<file path="config.mk">
export PLATFORM = sky130hd
export DESIGN_NAME = at_command_line_parser_top
export DESIGN_NICKNAME = d
export VERILOG_FILES = /design/src/hw/rtl/atcp_pkg.sv /design/src/hw/rtl/atcp_step.sv /design/src/hw/rtl/at_command_line_parser_top.sv
export SDC_FILE = /design/constraint.sdc
export NUM_CORES = 1
export LEC_CHECK = 0
export BUFFER_PORTS_ARGS = -buffer_cell sky130_fd_sc_hd__buf_2
export CAP_MARGIN = 30
export CORE_MARGIN = 8
export CORE_UTILIZATION = 45
export CTS_CLUSTER_DIAMETER = 100
export DETAILED_ROUTE_END_ITERATION = 10
export SLEW_MARGIN = 20
export SYNTH_ARGS = -nofsm -noshare
export SYNTH_HDL_FRONTEND = slang
export SYNTH_HIERARCHICAL = 1
export SYNTH_SLANG_ARGS = --single-unit
</file>
<file path="constraint.sdc">
create_clock -name clk -period 3.65 [get_ports clk]
set_clock_uncertainty 0.05 [all_clocks]
set_input_delay 0.73 -clock clk [delete_from_list [all_inputs] [get_ports clk]]
set_output_delay 0.73 -clock clk [all_outputs]
set_load 0.01 [all_outputs]
</file>
<file path="src/hw/rtl/atcp_pkg.sv">
// Shared types, codes and character constants of the AT command line parser.
`default_nettype none
package atcp_pkg;

	localparam int MaxParamsDef  = 16;
	localparam int MaxNameLenDef = 31;

	localparam logic [7:0] ChCr     = 8'h0D;
	localparam logic [7:0] ChLf     = 8'h0A;
	localparam logic [7:0] ChPlus   = 8'h2B;
	localparam logic [7:0] ChQuery  = 8'h3F;
	localparam logic [7:0] ChEqual  = 8'h3D;
	localparam logic [7:0] ChComma  = 8'h2C;
	localparam logic [7:0] ChEscape = 8'h5C;
	localparam logic [7:0] ChUpperA = 8'h41;
	localparam logic [7:0] ChLowerA = 8'h61;
	localparam logic [7:0] ChUpperT = 8'h54;
	localparam logic [7:0] ChLowerT = 8'h74;
	localparam logic [7:0] CaseBit  = 8'h20;

	typedef enum logic [3:0] {
		PH_A        = 4'd0,
		PH_T        = 4'd1,
		PH_AFTER_AT = 4'd2,
		PH_NAME     = 4'd3,
		PH_AFTER_EQ = 4'd4,
		PH_PARAM    = 4'd5,
		PH_ESC      = 4'd6,
		PH_CR       = 4'd7,
		PH_LF       = 4'd8,
		PH_SKIP     = 4'd9
	} phase_t;

	typedef enum logic [2:0] {
		OP_NONE  = 3'd0,
		OP_TEST  = 3'd1,
		OP_QUERY = 3'd2,
		OP_SETUP = 3'd3,
		OP_EXEC  = 3'd4
	} op_t;

	typedef enum logic [2:0] {
		ROLE_SKIP  = 3'd0,
		ROLE_AT    = 3'd1,
		ROLE_PLUS  = 3'd2,
		ROLE_NAME  = 3'd3,
		ROLE_OPER  = 3'd4,
		ROLE_PARAM = 3'd5,
		ROLE_COMMA = 3'd6,
		ROLE_TERM  = 3'd7
	} role_t;

	typedef enum logic [2:0] {
		ST_OK        = 3'd0,
		ST_NO_AT     = 3'd1,
		ST_BAD_TERM  = 3'd2,
		ST_MANY_PARM = 3'd3,
		ST_LONG_NAME = 3'd4
	} status_t;

	// One result word.
	typedef struct packed {
		logic [7:0] norm_byte;
		role_t      role;
		logic [3:0] param_index;
		logic       line_done;
		status_t    status;
		op_t        operation;
		logic [4:0] name_length;
		logic [4:0] param_total;
	} res_t;

	function automatic logic is_name_char(input logic [7:0] b);
		return (b inside {[8'h41:8'h5A], [8'h61:8'h7A], [8'h30:8'h39],
			8'h21, 8'h25, 8'h2D, 8'h2E, 8'h2F, 8'h3A, 8'h5F});
	endfunction

	function automatic logic is_lower(input logic [7:0] b);
		return (b inside {[8'h61:8'h7A]});
	endfunction

endpackage
`default_nettype wire

</file>
<file path="src/hw/rtl/atcp_step.sv">
// Next-state and result logic for one line byte of the AT parser.
`default_nettype none
module atcp_step import atcp_pkg::*; #(
	parameter int MAX_PARAMS   = MaxParamsDef,
	parameter int MAX_NAME_LEN = MaxNameLenDef,
	localparam int NW = $clog2(MAX_NAME_LEN + 1),
	localparam int PW = $clog2(MAX_PARAMS + 1)
) (
	input  wire logic [7:0]    line_byte,
	input  wire phase_t        cur_phase,
	input  wire op_t           cur_op,
	input  wire logic [NW-1:0] cur_name,
	input  wire logic [PW-1:0] cur_param,
	output phase_t             nxt_phase,
	output op_t                nxt_op,
	output logic [NW-1:0]      nxt_name,
	output logic [PW-1:0]      nxt_param,
	output res_t               res
);

	logic          do_name;
	logic          do_param;
	logic          fail_en;
	status_t       fail_code;
	logic [PW-1:0] idx_n;
	logic [PW+4:0] idx_ext;
	logic [NW+4:0] name_ext;
	logic [PW+4:0] param_ext;

	assign idx_n     = (cur_param != '0) ? cur_param - PW'(1) : '0;
	assign idx_ext   = {5'b0, idx_n};
	assign name_ext  = {5'b0, cur_name};
	assign param_ext = {5'b0, cur_param};

	always_comb begin
		res = '{norm_byte: line_byte, role: ROLE_SKIP, param_index: 4'd0, line_done: 1'b0,
			status: ST_OK, operation: OP_NONE, name_length: 5'd0, param_total: 5'd0};
		nxt_phase = cur_phase;
		nxt_op    = cur_op;
		nxt_name  = cur_name;
		nxt_param = cur_param;
		do_name   = 1'b0;
		do_param  = 1'b0;
		fail_en   = 1'b0;
		fail_code = ST_OK;

		case (cur_phase)
			PH_A: begin
				nxt_op    = OP_NONE;
				nxt_name  = '0;
				nxt_param = '0;
				if (line_byte == ChUpperA || line_byte == ChLowerA) begin
					res.role  = ROLE_AT;
					nxt_phase = PH_T;
				end else begin
					fail_en   = 1'b1;
					fail_code = ST_NO_AT;
				end
			end
			PH_T: begin
				if (line_byte == ChUpperT || line_byte == ChLowerT) begin
					res.role  = ROLE_AT;
					nxt_phase = PH_AFTER_AT;
				end else begin
					fail_en   = 1'b1;
					fail_code = ST_NO_AT;
				end
			end
			PH_AFTER_AT: begin
				if (line_byte == ChPlus) begin
					res.role  = ROLE_PLUS;
					nxt_name  = NW'(1);
					nxt_phase = PH_NAME;
				end else begin
					do_name = 1'b1;
				end
			end
			PH_NAME: do_name = 1'b1;
			PH_AFTER_EQ: begin
				if (line_byte == ChQuery) begin
					res.role  = ROLE_OPER;
					nxt_op    = OP_TEST;
					nxt_param = '0;
					nxt_phase = PH_CR;
				end else begin
					nxt_phase = PH_PARAM;
					do_param  = 1'b1;
				end
			end
			PH_PARAM: do_param = 1'b1;
			PH_ESC: begin
				res.role        = ROLE_PARAM;
				res.param_index = idx_ext[3:0];
				nxt_phase       = PH_PARAM;
			end
			PH_CR: begin
				if (line_byte == ChCr) begin
					res.role  = ROLE_TERM;
					nxt_phase = PH_LF;
				end else begin
					fail_en   = 1'b1;
					fail_code = ST_BAD_TERM;
				end
			end
			PH_LF: begin
				if (line_byte == ChLf) begin
					res.role        = ROLE_TERM;
					res.line_done   = 1'b1;
					res.operation   = (cur_op == OP_NONE) ? OP_EXEC : cur_op;
					res.name_length = name_ext[4:0];
					res.param_total = param_ext[4:0];
					nxt_phase       = PH_A;
					nxt_op          = OP_NONE;
					nxt_name        = '0;
					nxt_param       = '0;
				end else begin
					fail_en   = 1'b1;
					fail_code = ST_BAD_TERM;
				end
			end
			default: begin
				// drop bytes through the next LF
				if (line_byte == ChLf) nxt_phase = PH_A;
				nxt_op    = OP_NONE;
				nxt_name  = '0;
				nxt_param = '0;
			end
		endcase

		if (do_name) begin
			if (is_name_char(line_byte)) begin
				if (cur_name >= NW'(MAX_NAME_LEN)) begin
					fail_en   = 1'b1;
					fail_code = ST_LONG_NAME;
				end else begin
					if (is_lower(line_byte)) res.norm_byte = line_byte & ~CaseBit;
					res.role  = ROLE_NAME;
					nxt_name  = cur_name + NW'(1);
					nxt_phase = PH_NAME;
				end
			end else if (line_byte == ChQuery) begin
				res.role  = ROLE_OPER;
				nxt_op    = OP_QUERY;
				nxt_phase = PH_CR;
			end else if (line_byte == ChEqual) begin
				res.role  = ROLE_OPER;
				nxt_op    = OP_SETUP;
				nxt_param = PW'(1);
				nxt_phase = PH_AFTER_EQ;
			end else if (line_byte == ChCr) begin
				res.role  = ROLE_TERM;
				nxt_phase = PH_LF;
			end else begin
				fail_en   = 1'b1;
				fail_code = ST_BAD_TERM;
			end
		end

		if (do_param) begin
			if (line_byte == ChEscape) begin
				res.role        = ROLE_PARAM;
				res.param_index = idx_ext[3:0];
				nxt_phase       = PH_ESC;
			end else if (line_byte == ChComma) begin
				if (cur_param >= PW'(MAX_PARAMS)) begin
					fail_en   = 1'b1;
					fail_code = ST_MANY_PARM;
				end else begin
					res.role        = ROLE_COMMA;
					res.param_index = idx_ext[3:0];
					nxt_param       = cur_param + PW'(1);
				end
			end else if (line_byte == ChCr) begin
				res.role  = ROLE_TERM;
				nxt_phase = PH_LF;
			end else if (line_byte == ChLf) begin
				fail_en   = 1'b1;
				fail_code = ST_BAD_TERM;
			end else begin
				res.role        = ROLE_PARAM;
				res.param_index = idx_ext[3:0];
			end
		end

		if (fail_en) begin
			res.role        = ROLE_SKIP;
			res.param_index = 4'd0;
			res.line_done   = 1'b1;
			res.status      = fail_code;
			res.operation   = OP_NONE;
			res.name_length = name_ext[4:0];
			res.param_total = param_ext[4:0];
			nxt_phase       = (line_byte == ChLf) ? PH_A : PH_SKIP;
			nxt_op          = OP_NONE;
			nxt_name        = '0;
			nxt_param       = '0;
		end
	end

endmodule
`default_nettype wire

</file>
<file path="src/hw/rtl/at_command_line_parser_top.sv">
// Top level of the AT command line parser: input stage, line state and result stage.
//
//   channel  handshake                    payload
//   line     line_valid / line_ready      line_byte
//   result   result_valid / result_ready  norm_byte role param_index line_done
//                                         status operation name_length param_total
//
// One result word per line byte. A byte is held in the input register, then the step
// logic updates the line state and loads the result register; one byte per cycle is
// sustained while result_ready is high. Reset returns the parser to expecting A.
// A stalled result holds the result register; an empty input register still takes one
// more byte, and the line state advances only when a byte moves into the result stage.
`default_nettype none
module at_command_line_parser_top import atcp_pkg::*; #(
	parameter int MAX_PARAMS   = MaxParamsDef,
	parameter int MAX_NAME_LEN = MaxNameLenDef
) (
	input  wire logic       clk,
	input  wire logic       arst_n,
	input  wire logic       line_valid,
	output logic            line_ready,
	input  wire logic [7:0] line_byte,
	output logic            result_valid,
	input  wire logic       result_ready,
	output logic [7:0]      norm_byte,
	output logic [2:0]      role,
	output logic [3:0]      param_index,
	output logic            line_done,
	output logic [2:0]      status,
	output logic [2:0]      operation,
	output logic [4:0]      name_length,
	output logic [4:0]      param_total
);

	localparam int NW = $clog2(MAX_NAME_LEN + 1);
	localparam int PW = $clog2(MAX_PARAMS + 1);

	logic          valid_s1;
	logic [7:0]    byte_s1;
	logic          valid_s2;
	res_t          res_s2;
	logic          adv;

	phase_t        phase_q;
	op_t           op_q;
	logic [NW-1:0] name_q;
	logic [PW-1:0] param_q;

	phase_t        nxt_phase;
	op_t           nxt_op;
	logic [NW-1:0] nxt_name;
	logic [PW-1:0] nxt_param;
	res_t          res_d;

	assign adv        = valid_s1 && (!valid_s2 || result_ready);
	assign line_ready = !valid_s1 || adv;

	atcp_step #(
		.MAX_PARAMS  (MAX_PARAMS),
		.MAX_NAME_LEN(MAX_NAME_LEN)
	) u_step (
		.line_byte(byte_s1),
		.cur_phase(phase_q),
		.cur_op   (op_q),
		.cur_name (name_q),
		.cur_param(param_q),
		.nxt_phase(nxt_phase),
		.nxt_op   (nxt_op),
		.nxt_name (nxt_name),
		.nxt_param(nxt_param),
		.res      (res_d)
	);

	always_ff @(posedge clk or negedge arst_n) begin
		if (!arst_n) begin
			valid_s1 <= 1'b0;
			valid_s2 <= 1'b0;
			phase_q  <= PH_A;
			op_q     <= OP_NONE;
			name_q   <= '0;
			param_q  <= '0;
		end else begin
			if (line_ready) valid_s1 <= line_valid;
			if (adv) begin
				valid_s2 <= 1'b1;
				phase_q  <= nxt_phase;
				op_q     <= nxt_op;
				name_q   <= nxt_name;
				param_q  <= nxt_param;
			end else if (result_ready) begin
				valid_s2 <= 1'b0;
			end
		end
	end

	always_ff @(posedge clk) begin
		if (line_ready && line_valid) byte_s1 <= line_byte;
		if (adv) res_s2 <= res_d;
	end

	assign result_valid = valid_s2;
	assign norm_byte    = res_s2.norm_byte;
	assign role         = res_s2.role;
	assign param_index  = res_s2.param_index;
	assign line_done    = res_s2.line_done;
	assign status       = res_s2.status;
	assign operation    = res_s2.operation;
	assign name_length  = res_s2.name_length;
	assign param_total  = res_s2.param_total;

endmodule
`default_nettype wire
</file>
==> results.yml <==
synth:
  synthFlopType: "edfxtp_1"
  yosys_warnings: 6
  synth_area_mm2: 0.00364
  synth_top_area_share_pct: 33.0
  synthTopCellsByArea: "edfxtp_1, dfrtp_1, mux2_4"
  synth.most_common_cell: "edfxtp_1"
  synth_edf_count: 40
  synth_top_area_cell: "edfxtp_1"
  synthCells: 320
  yosysSeqAreaShare_pct: 46.1
  avgSynthCellArea_um2: 11.4
  syn-num-nets: 337
  synth-async-reset-ratio_pct: 32.2
  synth_cell_types: 80
  synth_common_cells: "edfxtp_1, nor2_1, dfrtp_1"
  ys_ff_latch: 59
cells_and_area:
  fillers: 739
  area_growth_pct: 10.5
  diodes: 0
  utilization_pct: 51.7
  nets: 373
  layout-drive-gt1-share_pct: 30.7
die:
  io_pins: 46
  die_h_um: 106
  core_area_mm2: 0.00777
  fp.dieW_um: 106
  die_area_mm2: 0.0112
  start_util_pct: 46.8
  rows: 32
power_and_ir_drop:
  power_density_mw_per_mm2: 438
  cellLeakagePower_nw: 1.53
  vdd_ir_drop_max_uv: 208
  power.total_mw: 1.76
detailed_routing:
  maxUsedRoutingLayer: "met4"
  drt_pass1_iterations: 5
  vias_per_cell: 5.86
  drt-met1-wl_um: 4000
  wl_um: 8480
  wire_per_inst_um: 18.3
  wl_met3_um: 586
  drc: 0
  wl_met2_um: 3730
  dr_total_vias: 2713
  antenna_left: 0
  drt-initial-drc-count: 150
sta:
  drv_slew: 0
  whs_ns: 0.279
  hold_violations: 0
  setup_viol: 0
  worst_pin_slew_ns: 0.779
  finalCritPeriodShare_pct: 88.5
  fin_ws_ns: 0.421
  grt_setup_unrepaired: "false"
  setup_tns_ns: 0
  slew_headroom_pct: 47.7
  min_period_ns: 3.23
  fmax_mhz: 310
placement:
  pre_cts_ws_ns: 0.512
  globalplace.congestion: 0.945
  dp_hpwl_um: 6150
  placement.io_buffers: 45
status:
  status: "complete, no violations"
global_route:
  antenna_found_initial: 0
  grt-ovfl-total: 0
  grt_pass1_vias: 2632
  grt_max_degree: 33
  track_usage_pct: 15.6
  grt_pass1_wl_um: 13900
cts:
  post_cts_buffers: 0
  cts_tree: "built"
  clk_path_buf_depth: 2
  ctsHoldBuffers: 0
  htreeDepth: 3
  path_clk_slew_ns: 0.07
  numCtsBuffers: 9
  clock_latency_ns: 0.34
  cts_resized: 0
  cts.sink_count: 59
  cts_root_buf: "clkbuf_8"
setup_path:
  cp_top_family: "simple AND/OR/NAND/NOR gates"
  critPathKind: "flop to flop"
  worstPathMaxFanout: 15
  worstRegToRegCells: 6
  path_depth: 6
  crit_buf_inv: 0
  end_kind: "flop"
  crit_path_max_incr_delay_ns: 0.64
  crit_chain: "nor4_2, nand3_2, a311oi_2, and4b_1, mux2i_1, mux2_4"
  cp_slowest_cell: "and4b_1"
  worst_setup_path_start_kind: "flop"
  critPathRequiredTime_ns: 3.83
  cp.arrival_ns: 3.41
flow_run:
  maxCapViolations: 0
worst_hold_path:
  hold_class: "primary input to async pin"
==> cell usage in the layout (no fill, tap or decap), types with 4 or more instances in the layout <==
master | synthesis | routed
buf_4 | 10 | 5
a211oi_1 | 5 | 5
a21oi_1 | 14 | 14
dfrtp_1 | 19 | 19
mux2_2 | 8 | 8
clkinv_2 | 0 | 4
nand3b_1 | 5 | 5
nor2_1 | 26 | 26
nand4_1 | 5 | 5
buf_2 | 5 | 45
nand2_1 | 12 | 12
mux2_4 | 9 | 9
nand2b_1 | 4 | 4
ha_1 | 5 | 5
nand3_1 | 11 | 11
o21ai_0 | 8 | 8
a21boi_1 | 8 | 8
and2_1 | 5 | 5
inv_1 | 9 | 9
clkbuf_8 | 0 | 9
or3_1 | 4 | 4
edfxtp_1 | 40 | 40
and3_1 | 4 | 4
nor3_1 | 9 | 9
==> cell type report <==
cell class                      count  area [µm²]  share of cell area, %
Multi-Input combinational cell    227        1750                   43.5
Inverter                            9        33.8                  0.841
Timing Repair Buffer               50         263                   6.54
Clock buffer                        9         124                   3.08
Sequential cell                    59        1680                   41.7
Tap cell                          102         128                   3.18
Clock inverter                      7        45.0                   1.12
==> flip-flops by register name, indices dropped and copies added, names as in the netlist, 3 cells and up <==
register	count
name_q	5
name_length	5
norm_byte	8
param_index	4
role	3
param_total	5
byte_s1	8
operation	3
phase_q	4
status	3
op_q	3
param_q	5
==> through the flow <==
| step | instances | area [µm²] |
|---|---|---|
| after detailed placement | 447 | 3850 |
| after CTS | 463 | 4020 |
| final | 463 | 4020 |
| after floorplan | 320 | 3640 |
| after global placement | 447 | 3850 |
| after global routing | 463 | 4020 |
==> path summary, 6_finish.rpt <==
| kind | start | to | slack [ns] |
|---|---|---|---|
| setup reg to reg | byte_s1[4] | phase_q[0] | 0.42 |
| hold reg to reg | valid_s1 | result_valid | 0.49 |
| setup / recovery | byte_s1[4] | phase_q[0] | 0.42 |
| min in group clk | valid_s1 | result_valid | 0.49 |
| hold / removal | arst_n | param_q[2] | 0.28 |
| max in group asynchronous | arst_n | phase_q[3] | 2.94 |
==> layer usage <==
metal,up-vias,GRT usage (%)
met5,-,0
met4,0,6.83
met3,14,4.29
met2,104,23.2
met1,1306,20.7
li1,1289,-
==> worst reg2reg max path, cell delays in order, from the launching register on <==
cell	delay, ns
edfxtp_1	0.63
nor4_2	0.63
nand3_2	0.32
a311oi_2	0.43
and4b_1	0.64
mux2i_1	0.15
mux2_4	0.28
==> cells by family after synthesis <==
kind of cell | after synthesis | synth area share (%)
multiplexers | 21 | 7.33
adder cells (fa/ha/maj) | 5 | 1.72
AO/OA/AOI/OAI | 75 | 16.5
XOR/XNOR | 3 | 0.723
flip-flops | 59 | 46.1
buffers and inverters | 34 | 5.78
AND/OR/NAND/NOR | 123 | 21.9
==> power breakdown <==
group          internal (mW)  switching [mW]
registers              0.772          0.0609
clock network          0.243           0.272
logic                  0.146           0.267
total                   1.16           0.600
(Power assumes the default switching activity.)
